**config.mk**
```make
export PLATFORM = sky130hd
export DESIGN_NAME = missing_and_repeated_finder_top_flat
export DESIGN_NICKNAME = d
export VERILOG_FILES = /design/src/hdl/mrf_pkg.sv /design/src/hdl/mrf_req_if.sv /design/src/hdl/mrf_rsp_if.sv /design/src/hdl/mrf_ram.sv /design/src/hdl/missing_and_repeated_finder_top.sv /design/src/flat_wrapper.sv
export SDC_FILE = /design/constraint.sdc
export NUM_CORES = 2
export LEC_CHECK = 0
export BUFFER_PORTS_ARGS = -buffer_cell sky130_fd_sc_hd__buf_2
export CAP_MARGIN = 20
export CORE_MARGIN = 5
export CORE_UTILIZATION = 55
export CTS_CLUSTER_SIZE = 12
export DETAILED_ROUTE_END_ITERATION = 8
export PLACE_DENSITY_LB_ADDON = 0.3
export REMOVE_ABC_BUFFERS = 1
export SLEW_MARGIN = 10
export SYNTH_ARGS = -nofsm -noshare
export SYNTH_HDL_FRONTEND = slang
export SYNTH_HIERARCHICAL = 1
export SYNTH_SLANG_ARGS = --single-unit
```
**constraint.sdc**
```tcl
create_clock -name clock -period 94.1 [get_ports clock]
set_input_delay 4.705 -clock clock [delete_from_list [all_inputs] [get_ports clock]]
set_output_delay 4.705 -clock clock [all_outputs]
set_load 0.005 [all_outputs]
```
**src/hdl/mrf_pkg.sv**
```systemverilog
`timescale 1ns / 1ps

package mrf_pkg;

   // fixed field widths of the transactions
   localparam int VALUE_W = 12;
   localparam int OUT_W   = 11;

   // per-value occurrence count, saturating
   localparam int          COUNT_W   = 2;
   localparam logic [1:0]  COUNT_ZERO = 2'd0;
   localparam logic [1:0]  COUNT_TWO  = 2'd2;
   localparam logic [1:0]  COUNT_SAT  = 2'd3;

   localparam int DEFAULT_MAX_SET_SIZE = 1024;

   // sequencer states, one-hot
   typedef enum logic [4:0] {
      ST_CLEAR  = 5'b00001,
      ST_IDLE   = 5'b00010,
      ST_UPDATE = 5'b00100,
      ST_SCAN   = 5'b01000,
      ST_DONE   = 5'b10000
   } state_type;

endpackage

```
**src/hdl/mrf_req_if.sv**
```systemverilog
`timescale 1ns / 1ps

interface mrf_req_if
   import mrf_pkg::*;
();
   logic               valid;
   logic               ready;
   logic [VALUE_W-1:0] value;
   logic               last;

   modport source (output valid, output value, output last, input ready);
   modport sink   (input valid, input value, input last, output ready);
endinterface

```
**src/hdl/mrf_rsp_if.sv**
```systemverilog
`timescale 1ns / 1ps

interface mrf_rsp_if
   import mrf_pkg::*;
();
   logic             valid;
   logic             ready;
   logic [OUT_W-1:0] repeated_value;
   logic [OUT_W-1:0] missing_value;
   logic             repeated_found;
   logic             missing_found;
   logic             input_error;

   modport source (output valid, output repeated_value, output missing_value,
                   output repeated_found, output missing_found, output input_error,
                   input ready);
   modport sink   (input valid, input repeated_value, input missing_value,
                   input repeated_found, input missing_found, input input_error,
                   output ready);
endinterface

```
**src/hdl/mrf_ram.sv**
```systemverilog
`timescale 1ns / 1ps

module mrf_ram #(
   parameter int WIDTH = 2,
   parameter int DEPTH = 1024
) (
   input  logic                     clock,
   input  logic                     wr_en,
   input  logic [$clog2(DEPTH)-1:0] wr_addr,
   input  logic [WIDTH-1:0]         wr_data,
   input  logic [$clog2(DEPTH)-1:0] rd_addr,
   output logic [WIDTH-1:0]         rd_data
);

   logic [WIDTH-1:0] mem [DEPTH];
   logic [WIDTH-1:0] rd_data_ff;

   // one write port, one registered read port
   always_ff @(posedge clock) begin
      if (wr_en) begin
         mem[wr_addr] <= wr_data;
      end
      rd_data_ff <= mem[rd_addr];
   end

   assign rd_data = rd_data_ff;

endmodule

```
**src/hdl/missing_and_repeated_finder_top.sv**
```systemverilog
`timescale 1ns / 1ps

// Finds the repeated and the missing value of a set that should hold 1..n, one
// value per request transaction, with last set on the final one (n is the number
// of transactions). Each request is handled as a read and a write-back of a
// 2-bit saturating count in a single-port-write count RAM. On the last request a
// sequencer sweeps the RAM one entry per cycle, reporting the highest value
// counted exactly twice and the highest value never seen while zeroing each
// entry; the sweep covers max(n, highest value counted) entries. Out-of-range
// values and overlong sets raise input_error and are not counted. After reset
// the RAM is cleared before the first request is taken. A finished response
// sits in an output register, so the next set can be loaded while it waits.
module missing_and_repeated_finder_top
   import mrf_pkg::*;
#(
   parameter int MAX_SET_SIZE = DEFAULT_MAX_SET_SIZE
) (
   input  logic      clock,
   input  logic      reset,
   mrf_req_if.sink   req_ch,
   mrf_rsp_if.source rsp_ch
);

   localparam int AW = $clog2(MAX_SET_SIZE);
   localparam int CW = $clog2(MAX_SET_SIZE + 1);
   localparam int LW = (VALUE_W > CW) ? VALUE_W : CW;

   state_type state_ff, state_in;

   logic [CW-1:0] item_count_ff;
   logic          error_ff;
   logic [CW-1:0] hwm_ff;
   logic [AW-1:0] addr_ff;
   logic          upd_we_ff;
   logic          last_ff;

   logic [CW-1:0] idx_ff;
   logic [CW-1:0] limit_ff;
   logic [CW-1:0] n_ff;
   logic          p_valid_ff;
   logic [AW-1:0] p_addr_ff;

   logic [CW-1:0] rep_ff;
   logic [CW-1:0] mis_ff;
   logic          rep_found_ff;
   logic          mis_found_ff;
   logic          err_res_ff;

   logic             rsp_valid_ff;
   logic [OUT_W-1:0] out_rep_ff;
   logic [OUT_W-1:0] out_mis_ff;
   logic             out_rep_found_ff;
   logic             out_mis_found_ff;
   logic             out_err_ff;

   logic               accept;
   logic [LW-1:0]      val_ext;
   logic               in_range;
   logic               set_full;
   logic [AW-1:0]      req_addr;
   logic [CW-1:0]      req_val;
   logic               sweeping;
   logic               issue;
   logic [CW-1:0]      p_val;
   logic               p_in_set;
   logic               rsp_free;
   logic [CW-1:0]      sweep_limit;

   logic               ram_we;
   logic [AW-1:0]      ram_wa;
   logic [COUNT_W-1:0] ram_wd;
   logic [AW-1:0]      ram_ra;
   logic [COUNT_W-1:0] ram_rd;

   // request decode
   assign accept   = req_ch.valid && req_ch.ready;
   assign val_ext  = LW'(req_ch.value);
   assign in_range = (req_ch.value != '0) && (val_ext <= LW'(MAX_SET_SIZE));
   assign set_full = (item_count_ff == CW'(MAX_SET_SIZE));
   assign req_addr = AW'(val_ext - LW'(1));
   assign req_val  = CW'(val_ext);

   assign req_ch.ready = (state_ff == ST_IDLE);

   // sweep pipeline: read at idx, write back zero in the next cycle
   assign sweeping    = (state_ff == ST_SCAN) || (state_ff == ST_CLEAR);
   assign issue       = sweeping && (idx_ff != limit_ff);
   assign p_val       = CW'(p_addr_ff) + CW'(1);
   assign p_in_set    = (p_val <= n_ff);
   assign rsp_free    = !rsp_valid_ff || rsp_ch.ready;
   assign sweep_limit = (item_count_ff > hwm_ff) ? item_count_ff : hwm_ff;

   // count ram port control: saturating increment or sweep clear
   always_comb begin
      ram_ra = sweeping ? idx_ff[AW-1:0] : req_addr;
      ram_we = 1'b0;
      ram_wa = p_addr_ff;
      ram_wd = COUNT_ZERO;
      if (state_ff == ST_UPDATE) begin
         ram_we = upd_we_ff;
         ram_wa = addr_ff;
         ram_wd = (ram_rd == COUNT_SAT) ? ram_rd : ram_rd + COUNT_W'(1);
      end else if (sweeping) begin
         ram_we = p_valid_ff;
      end
   end

   mrf_ram #(
      .WIDTH (COUNT_W),
      .DEPTH (MAX_SET_SIZE)
   ) u_count_ram (
      .clock   (clock),
      .wr_en   (ram_we),
      .wr_addr (ram_wa),
      .wr_data (ram_wd),
      .rd_addr (ram_ra),
      .rd_data (ram_rd)
   );

   // sequencer next state
   always_comb begin
      state_in = state_ff;
      case (state_ff)
         ST_CLEAR: begin
            if (!issue && !p_valid_ff) state_in = ST_IDLE;
         end
         ST_IDLE: begin
            if (accept) state_in = ST_UPDATE;
         end
         ST_UPDATE: begin
            state_in = last_ff ? ST_SCAN : ST_IDLE;
         end
         ST_SCAN: begin
            if (!issue && !p_valid_ff) state_in = ST_DONE;
         end
         ST_DONE: begin
            if (rsp_free) state_in = ST_IDLE;
         end
         default: state_in = ST_CLEAR;
      endcase
   end

   // control registers
   always_ff @(posedge clock) begin
      if (reset) begin
         state_ff      <= ST_CLEAR;
         item_count_ff <= '0;
         error_ff      <= 1'b0;
         hwm_ff        <= '0;
         idx_ff        <= '0;
         limit_ff      <= CW'(MAX_SET_SIZE);
         p_valid_ff    <= 1'b0;
         rsp_valid_ff  <= 1'b0;
      end else begin
         state_ff <= state_in;

         // set bookkeeping on each request
         if (accept) begin
            if (set_full || !in_range) begin
               error_ff <= 1'b1;
            end
            if (!set_full) begin
               item_count_ff <= item_count_ff + CW'(1);
               if (in_range && (req_val > hwm_ff)) begin
                  hwm_ff <= req_val;
               end
            end
         end

         // start of sweep: latch bounds, reopen the set
         if (state_ff == ST_UPDATE && last_ff) begin
            idx_ff        <= '0;
            limit_ff      <= sweep_limit;
            item_count_ff <= '0;
            error_ff      <= 1'b0;
            hwm_ff        <= '0;
         end

         if (issue) begin
            idx_ff <= idx_ff + CW'(1);
         end
         p_valid_ff <= issue;

         // output register handshake
         if (state_ff == ST_DONE && rsp_free) begin
            rsp_valid_ff <= 1'b1;
         end else if (rsp_ch.ready) begin
            rsp_valid_ff <= 1'b0;
         end
      end
   end

   // datapath registers
   always_ff @(posedge clock) begin
      if (accept) begin
         addr_ff   <= req_addr;
         upd_we_ff <= !set_full && in_range;
         last_ff   <= req_ch.last;
      end

      if (state_ff == ST_UPDATE && last_ff) begin
         n_ff         <= item_count_ff;
         err_res_ff   <= error_ff;
         rep_ff       <= '0;
         mis_ff       <= '0;
         rep_found_ff <= 1'b0;
         mis_found_ff <= 1'b0;
      end

      p_addr_ff <= idx_ff[AW-1:0];

      // compare stage: ascending sweep, so the latest hit is the highest
      if (state_ff == ST_SCAN && p_valid_ff && p_in_set) begin
         if (ram_rd == COUNT_TWO) begin
            rep_ff       <= p_val;
            rep_found_ff <= 1'b1;
         end
         if (ram_rd == COUNT_ZERO) begin
            mis_ff       <= p_val;
            mis_found_ff <= 1'b1;
         end
      end

      if (state_ff == ST_DONE && rsp_free) begin
         out_rep_ff       <= OUT_W'(rep_ff);
         out_mis_ff       <= OUT_W'(mis_ff);
         out_rep_found_ff <= rep_found_ff;
         out_mis_found_ff <= mis_found_ff;
         out_err_ff       <= err_res_ff;
      end
   end

   assign rsp_ch.valid          = rsp_valid_ff;
   assign rsp_ch.repeated_value = out_rep_ff;
   assign rsp_ch.missing_value  = out_mis_ff;
   assign rsp_ch.repeated_found = out_rep_found_ff;
   assign rsp_ch.missing_found  = out_mis_found_ff;
   assign rsp_ch.input_error    = out_err_ff;

endmodule
```
**src/flat_wrapper.sv**
```systemverilog
// flat-port wrapper written by rule: the top's interface ports become plain ports
module missing_and_repeated_finder_top_flat import mrf_pkg::*;
#(
   parameter int MAX_SET_SIZE = DEFAULT_MAX_SET_SIZE
)
  (clock, reset, req_ch_valid, req_ch_value, req_ch_last, req_ch_ready, rsp_ch_valid, rsp_ch_repeated_value, rsp_ch_missing_value, rsp_ch_repeated_found, rsp_ch_missing_found, rsp_ch_input_error, rsp_ch_ready);
  mrf_req_if req_ch_i ();
  mrf_rsp_if rsp_ch_i ();
  input  logic clock;
  input  logic reset;
  input wire logic [$bits(req_ch_i.valid)-1:0] req_ch_valid;
  input wire logic [$bits(req_ch_i.value)-1:0] req_ch_value;
  input wire logic [$bits(req_ch_i.last)-1:0] req_ch_last;
  output wire logic [$bits(req_ch_i.ready)-1:0] req_ch_ready;
  output wire logic [$bits(rsp_ch_i.valid)-1:0] rsp_ch_valid;
  output wire logic [$bits(rsp_ch_i.repeated_value)-1:0] rsp_ch_repeated_value;
  output wire logic [$bits(rsp_ch_i.missing_value)-1:0] rsp_ch_missing_value;
  output wire logic [$bits(rsp_ch_i.repeated_found)-1:0] rsp_ch_repeated_found;
  output wire logic [$bits(rsp_ch_i.missing_found)-1:0] rsp_ch_missing_found;
  output wire logic [$bits(rsp_ch_i.input_error)-1:0] rsp_ch_input_error;
  input wire logic [$bits(rsp_ch_i.ready)-1:0] rsp_ch_ready;
  assign req_ch_i.valid = req_ch_valid;
  assign req_ch_i.value = req_ch_value;
  assign req_ch_i.last = req_ch_last;
  assign req_ch_ready = req_ch_i.ready;
  assign rsp_ch_valid = rsp_ch_i.valid;
  assign rsp_ch_repeated_value = rsp_ch_i.repeated_value;
  assign rsp_ch_missing_value = rsp_ch_i.missing_value;
  assign rsp_ch_repeated_found = rsp_ch_i.repeated_found;
  assign rsp_ch_missing_found = rsp_ch_i.missing_found;
  assign rsp_ch_input_error = rsp_ch_i.input_error;
  assign rsp_ch_i.ready = rsp_ch_ready;
  missing_and_repeated_finder_top #(.MAX_SET_SIZE(MAX_SET_SIZE)) u_core (.clock(clock), .reset(reset), .req_ch(req_ch_i), .rsp_ch(rsp_ch_i));
endmodule
```
== Word-level counts from Yosys, hierarchy flattened ==
Memory sizes are Yosys's and may differ from the RTL's. A register that Yosys moved wholly into a read port is not among the register bits.
Index checks and enable logic that the tools add are counted.

* Flip-flop bits (word level): 135
* Latch bits: 0
* Memory bits (writable): 2048
* ROM bits: 0
* Input bits: 17
* Output and inout bits: 27
* Word-level logic and storage cells: 105
* Memories: 1

* Add/subtract/negate cells: 5
* Multiply operators: 0
* Divide/modulo/power cells: 0
* Magnitude comparators: 4
* Equality and inequality tests: 13
* Shifts and indexed selects: 0
* Mux-type cells: 31
* Bitwise logic cells: 1
* Reductions and logical operators: 27

{| class="wikitable"
|+ Memory list
! memory !! words !! width !! read ports !! clocked after Yosys merged registers in !! wr ports !! line !! RTL
|-
| u_core.u_count_ram.mem || 1024 || 2 || 1 || 1 || 1 || mrf_ram.sv:15 || <nowiki>logic [WIDTH-1:0] mem [DEPTH];</nowiki>
|}

{| class="wikitable"
|+ Operator list
! kind !! count
|-
| $mux 11 || 9
|-
| $pmux 5 s5 || 1
|-
| $add 11x1->11 const B || 2
|-
| $gt 11x11->1 || 2
|-
| $mux 10 || 2
|-
| $mux 5 || 4
|-
| $le 12x11->1 const B || 1
|-
| $mux 1 || 12
|-
| $reduce_bool 12->1 || 1
|-
| $add 10x1->11 const B || 1
|-
| $eq 11x11->1 const B || 1
|-
| $le 11x11->1 || 1
|-
| $ne 11x11->1 || 1
|-
| $logic_and 1x1->1 || 10
|-
| $sub 10x1->10 const B || 1
|-
| $ne 2x2->1 const B || 3
|-
| $eq 5x1->1 const B || 1
|-
| $eq 5x2->1 const B || 1
|-
| $eq 5x3->1 const B || 1
|-
| $eq 5x4->1 const B || 1
|-
| $eq 5x5->1 const B || 1
|-
| $logic_not 1->1 || 5
|-
| $eq 2x2->1 const B || 2
|-
| $mux 2 || 2
|-
| 11 further kinds || 15
|}

== Longest topological paths before layout ==
* Word-level depth: 7
* Gate-level depth with buffers: 21
* Depth with buffers taken out: 14

== Modules after synthesis ==
Netlist, hierarchy kept.

{| class="wikitable"
|+ Modules (own cells, without submodules)
! module !! times used !! cells an instance !! area an instance (um^2) !! seq. area each (um^2)
|-
| mrf_ram || 1 || 4793 || 83757.8 || 61539.0
|-
| missing_and_repeated_finder_top || 1 || 623 || 6384.9 || 3193.1
|}

== Worst setup path before layout ==
Ideal clock, no wire load.

* Kind: register to register
* From: register u_core.state_ff[3]
* To: memory u_core.u_count_ram.mem[0][0], data pin
* Data arrival time: 28.386 ns
* Slack: 60.026 ns
* Cell stages (with the launch flop): 6
* Cells stage by stage: dfxtp_1 > buf_2 > nor2_1 > nand3_1 > clkbuf_1 > a21oi_1

* Cells in the longest elaborated chain, start to end: 2

{| class="wikitable"
|+ Ends and longest elaborated chain
! what !! line !! RTL
|-
| start, declared || missing_and_repeated_finder_top.sv:28 || <nowiki>state_type state_ff, state_in;</nowiki>
|-
| start signal, assigned || missing_and_repeated_finder_top.sv:155 || <nowiki>state_ff <= state_in;</nowiki>
|-
| $eq 5x3->1 || missing_and_repeated_finder_top.sv:99 || <nowiki>if (state_ff == ST_UPDATE) begin</nowiki>
|-
| $mux 2 || missing_and_repeated_finder_top.sv:99 ||
|-
| named net u_core.ram_wd[0] || missing_and_repeated_finder_top.sv:71 || <nowiki>logic [COUNT_W-1:0] ram_wd;</nowiki>
|-
| end, declared || mrf_ram.sv:15 ||
|}

The timed path passes the listed nets, and every way through them passes these cells.

== Worst setup path in the final report ==
* From: input port req_ch_value[0]
* To: register u_core.u_count_ram.rd_data_ff[0] (netlist: u_core/u_count_ram/rd_data[0]) (read register of u_core.u_count_ram.mem)

* Cells in the longest elaborated chain, start to end: 2

{| class="wikitable"
|+ Ends and longest elaborated chain
! what !! line !! RTL
|-
| start, declared || flat_wrapper.sv:12 || <nowiki>input wire logic [$bits(req_ch_i.value)-1:0] req_ch_value;</nowiki>
|-
| $sub 10x1->10 || missing_and_repeated_finder_top.sv:80 || <nowiki>assign req_addr = AW'(val_ext - LW'(1));</nowiki>
|-
| $mux 10 || missing_and_repeated_finder_top.sv:95 || <nowiki>ram_ra = sweeping ? idx_ff[AW-1:0] : req_addr;</nowiki>
|-
| named net u_core.ram_ra[0] || missing_and_repeated_finder_top.sv:72 || <nowiki>logic [AW-1:0] ram_ra;</nowiki>
|-
| end, declared || mrf_ram.sv:16 || <nowiki>logic [WIDTH-1:0] rd_data_ff;</nowiki>
|}

The timed path passes the listed nets, and every way through them passes these cells.
A chain may end at the register's enable or synchronous reset.

==> impl_summary.txt <==
----------------------------------------------------
[Timing]
  Final worst-path setup slack ... approximately 84 ns
  Final critical-path share of the clock period ... around 11%
  Max-slew violation count ... 0
  Post-Route Skew ... 0.0394 ns
  Worst rel slew slack ... approximately a fifth
  Slew @ Worst Pin ... 1.18 ns
  Total Negative Setup Slacks ... 0 ns
  RSZ-0062 raised after global routing ... false
  Number of setup violations in the final report ... 0
  Final Hold Violating Endpoints ... 0
  Upper clock frequency limit ... between 0.09 and 0.1 GHz
  Final min period ... around 10 ns

[Placed design]
  Estimated wirelength of the detail-placed design ... roughly 130000 um
  Placer congestion estimate ... approximately 0.83
  Pre-CTS worst setup slack ... between 80 and 90 ns
  Port buffer count ... 43

[Clock network]
  Setup fix buffers added after clock tree synthesis ... 0
  Sink Count ... 2185
  Buffers from clock root to sink, at most ... 3
  CTS-repair resized insts ... 0
  Number of levels in the clock H-tree ... 4
  Clk pin slew, worst setup/hold paths ... ~0.06 ns
  Clk root buf ... sky130_fd_sc_hd__clkbuf_16
  Latest clock arrival within the worst-skew pair ... roughly 0.86 ns
  Cts bufs inserted ... about 210
  Post-CTS Hold Fix Bufs ... 0
  CTS tree ... done

[Global routing]
  Met2 usage ... roughly 43%
  Met3 Track Usage GR ... roughly 6%
  Met1 track demand over resource in global routing ... about 37%
  First-pass GRT wire length ... approximately 340000 um
  Busiest grt layer ... met2
  Overflow left after global routing ... 0
  Via count of the first global-routing pass ... approximately 50000
  Number of antenna violations at the first check in global routing ... 2
  Pin count of the biggest net entering global routing ... 246
  Overall fraction of global-route tracks in use ... between 20% and 30%

[Run status]
  Outcome ... completed

[Power and ir drop]
  Worst vdd ir ... around 0.000036 V
  Static leakage ... around 33 nW
  Power density relative to cell area ... 25.9 nW/um^2

[Routing]
  DRC errors left ... 0
  Post-detailed-route count of antenna-violating nets ... 0
  Sum of routed wire length over all layers ... about 240000 um
  Violation count after the first detailed-routing iteration ... ~7600
  Via-to-Cell Ratio ... between 6 and 7
  Initial DRT Pass Iterations ... 5
  DR vias ... approximately 51000
  Average wire per standard cell ... approximately 30 um

[Setup path]
  Max FO, Critical Path ... 53
  Kind of end point of the critical path ... flop
  Delay contributed by the slowest stage of the critical path ... around 0.88 ns
  FF-to-FF Start ... u_core/state_ff[0]
  Category of the critical setup timing path ... in -> reg
  Launching element type of the critical path ... input pin
  Worst flop-to-flop path endpoint ... u_core/u_count_ram/rd_data[0]
  CP Data Arrival Time ... roughly 11 ns
  Family with the most delay on the worst path ... buffers and inverters
  Worst setup path start ... req_ch_value[0]
  Required time of the critical path ... about 95 ns
  Highest-delay cell along the critical path ... sky130_fd_sc_hd__buf_4
  Most frequent cell on the critical path ... sky130_fd_sc_hd__buf_4
  Critical path, cell by cell ... buf_2, a21oi_4, buf_4, buf_4, buf_4, buf_4, buf_4, mux4_2, mux4_2, o21ai_0, nor4_1, o22ai_1, nand4_1
  CP Buf/Inv Count ... 6
  Reg-to-reg setup timing slack ... between 80 and 90 ns
  Worst reg-to-reg path cell count ... 14

[Worst hold path]
  Worst hold start ... u_core/rep_ff[3]
  Type of the worst min-delay path ... reg -> reg
  Capture endpoint of the worst hold path ... u_core/rsp_ch.repeated_value[3]
  Number of cells on the worst hold path ... 0

[Floorplan]
  Number of top-level design ports ... between 40 and 50
  Die Span X ... a little over 400 um
  Effective utilization at floorplan ... a little under three fifths
  Overall die area ... between 150000 and 200000 um^2
  Row count ... ~150
  Chip Height ... around 410 um
  Placeable core region ... between 150000 and 200000 um^2

[Synth]
  Top flip-flop cell by instance count after synthesis ... sky130_fd_sc_hd__edfxtp_1
  Synthesized cell area ... around 90000 um^2
  Syn_area_per_cell ... approximately 17 um^2
  Sequential share of the synthesized area ... 71.8%
  Number of synthesis warnings ... 6
  FF+latch count, synth ... between 2000 and 2500
  Count of flip-flops with a built-in enable after synthesis ... between 2000 and 2500
  Fraction of registers with async set or reset after synthesis ... 0%
  Post-Synthesis Cells ... between 5000 and 6000
  Number of different library cells in the post-synthesis netlist ... a little under 80

[Cells and area]
  Area added between synthesis and finish ... 9.64%
  Layout cells sized above 1 ... between 10% and 20%
  Total Nets Final ... 5429
  Filler cells ... ~12000
  Final cell utilization of the core ... approximately three fifths

[Run]
  Count of max-cap constraint violations ... 0

----------------------------------------------------
==> placed cells by master (no fill, tap or decap), types with 12 or more instances in the layout <==
master | synthesis | final
sky130_fd_sc_hd__nand3_4 | 0 | 24
sky130_fd_sc_hd__nand3_1 | 69 | 45
sky130_fd_sc_hd__buf_4 | 28 | 88
sky130_fd_sc_hd__a211oi_1 | 27 | 27
sky130_fd_sc_hd__a22oi_1 | 45 | 45
sky130_fd_sc_hd__xnor2_1 | 28 | 28
sky130_fd_sc_hd__nor2_1 | 1122 | 1115
sky130_fd_sc_hd__a221oi_1 | 15 | 15
sky130_fd_sc_hd__ha_1 | 38 | 38
sky130_fd_sc_hd__o221ai_1 | 83 | 83
sky130_fd_sc_hd__nand4_1 | 26 | 26
sky130_fd_sc_hd__nor4_1 | 16 | 16
sky130_fd_sc_hd__inv_1 | 45 | 44
sky130_fd_sc_hd__nand2_1 | 149 | 143
sky130_fd_sc_hd__buf_2 | 33 | 43
sky130_fd_sc_hd__a21oi_1 | 89 | 86
sky130_fd_sc_hd__o31ai_1 | 19 | 19
sky130_fd_sc_hd__nor3_1 | 52 | 51
sky130_fd_sc_hd__dfxtp_1 | 88 | 88
sky130_fd_sc_hd__mux2_2 | 21 | 20
sky130_fd_sc_hd__a22o_1 | 15 | 15
sky130_fd_sc_hd__o22ai_1 | 45 | 45
sky130_fd_sc_hd__and3_1 | 12 | 12
sky130_fd_sc_hd__clkbuf_1 | 255 | 61
sky130_fd_sc_hd__mux4_2 | 449 | 449
sky130_fd_sc_hd__mux2i_1 | 242 | 242
sky130_fd_sc_hd__edfxtp_1 | 2097 | 2097
sky130_fd_sc_hd__clkbuf_16 | 0 | 215
sky130_fd_sc_hd__clkinv_1 | 1 | 25
sky130_fd_sc_hd__o21ai_0 | 49 | 48
==> cell families (layout without fill, tap and decap cells) <==
group / Yosys count / after routing / synth area share [%]
AO/OA/AOI/OAI: 435 / 435 / 3.38
XOR/XNOR: 39 / 39 / 0.379
adder cells (fa/ha/maj): 38 / 38 / 0.527
buffers and inverters: 469 / 544 / 2.60
flip-flops: 2185 / 2185 / 71.8
multiplexers: 719 / 719 / 14.3
other: 0 / 2 / 0
AND/OR/NAND/NOR: 1531 / 1531 / 7.04
==> metrics by stage <==
step	area, um^2	hold slack (ns)	total power [W]	std cells
5_1_grt	98800	0.439	0.00264	7666
2_1_floorplan	88000	0.384	0.00238	4996
3_3_place_gp	92200	0.418	0.00179	7310
6_report	98800	0.420	0.00256	7668
3_5_place_dp	92500	0.418	0.00180	7323
4_1_cts	98600	0.421	0.00257	7654
==> registers in the layout, summed over array words and instances (netlist names), 2 cells and up <==
signal / flops
u_core/item_count_ff: 11
u_core/hwm_ff: 11
u_core/p_addr_ff: 10
u_core/state_ff: 5
u_core/u_count_ram/rd_data: 2
u_core/u_count_ram/mem: 2048
u_core/idx_ff: 11
u_core/addr_ff: 10
u_core/rep_ff: 11
u_core/rsp_ch.repeated_value: 11
u_core/limit_ff: 11
u_core/mis_ff: 11
u_core/rsp_ch.missing_value: 11
u_core/n_ff: 11
==> per-layer routing <==
| metal | wire length [um] | part of all wire [%] | vias up |
|---|---|---|---|
| met1 | 86200 | 37 | 26200 |
| met4 | 9020 | 3.8 | 2 |
| li1 | - | - | 21000 |
| met2 | 114000 | 48 | 3112 |
| met3 | 26500 | 11 | 484 |
| met5 | 13 | 0.0055 | - |
==> worst max-delay path by stage <==
stage	endpoint	slack (ns)	cells past startpoint
after floorplan	u_core/u_count_ram/rd_data[1]	36.40	9
after global placement	u_core/u_count_ram/rd_data[0]	82.76	13
after detailed placement	u_core/u_count_ram/rd_data[0]	82.72	13
after CTS	u_core/u_count_ram/rd_data[0]	83.63	13
after global routing	u_core/u_count_ram/rd_data[0]	83.13	13
final	u_core/u_count_ram/rd_data[0]	83.70	13
==> where the power goes <==
group	leakage, nW	internal [W]	switching, W
clock	2.97	0.000427	0.000347
combinational	7.18	0.000284	0.000445
sequential	22.8	0.00105	0.00000535
total	32.9	0.00176	0.000797
==> synthesized netlist by cell type, types with 12 or more instances <==
cell type	number	area share (%)
sky130_fd_sc_hd__a22o_1	15	0.15
sky130_fd_sc_hd__nor2_1	1122	4.7
sky130_fd_sc_hd__a221oi_1	15	0.15
sky130_fd_sc_hd__ha_1	38	0.53
sky130_fd_sc_hd__nor2b_1	16	0.11
sky130_fd_sc_hd__buf_4	28	0.23
sky130_fd_sc_hd__o31ai_1	19	0.16
sky130_fd_sc_hd__buf_8	14	0.23
sky130_fd_sc_hd__o22ai_1	45	0.31
sky130_fd_sc_hd__buf_1	55	0.23
sky130_fd_sc_hd__mux2_2	21	0.26
sky130_fd_sc_hd__nand3_1	69	0.38
sky130_fd_sc_hd__nand2_1	149	0.62
sky130_fd_sc_hd__mux4_2	449	11
sky130_fd_sc_hd__inv_1	45	0.19
sky130_fd_sc_hd__buf_2	33	0.18
sky130_fd_sc_hd__o221ai_1	83	0.81
sky130_fd_sc_hd__o21ai_0	49	0.27
sky130_fd_sc_hd__a21oi_1	89	0.49
sky130_fd_sc_hd__a211oi_1	27	0.22
sky130_fd_sc_hd__nor3b_1	12	0.10
sky130_fd_sc_hd__clkbuf_1	255	1.1
sky130_fd_sc_hd__and3_1	12	0.083
sky130_fd_sc_hd__xnor2_1	28	0.27
sky130_fd_sc_hd__buf_6	33	0.41
sky130_fd_sc_hd__mux2i_1	242	2.7
sky130_fd_sc_hd__edfxtp_1	2097	70
sky130_fd_sc_hd__nor3_1	52	0.29
sky130_fd_sc_hd__nor4_1	16	0.11
sky130_fd_sc_hd__nand4_1	26	0.18
sky130_fd_sc_hd__a22oi_1	45	0.37
sky130_fd_sc_hd__dfxtp_1	88	2.0
==> layout make-up <==
cell class	count	area, um^2	share of cell area, %
clock inverter	49	439	0.444
tap	2175	2720	2.75
clock buffer	282	5680	5.75
sequential	2185	64700	65.5
antenna	2	5.00	0.00506
inverter	49	186	0.189
multi-input combinational	2762	23500	23.8
timing repair buffer	164	1540	1.56
Power figures use the tool's default switching activity.
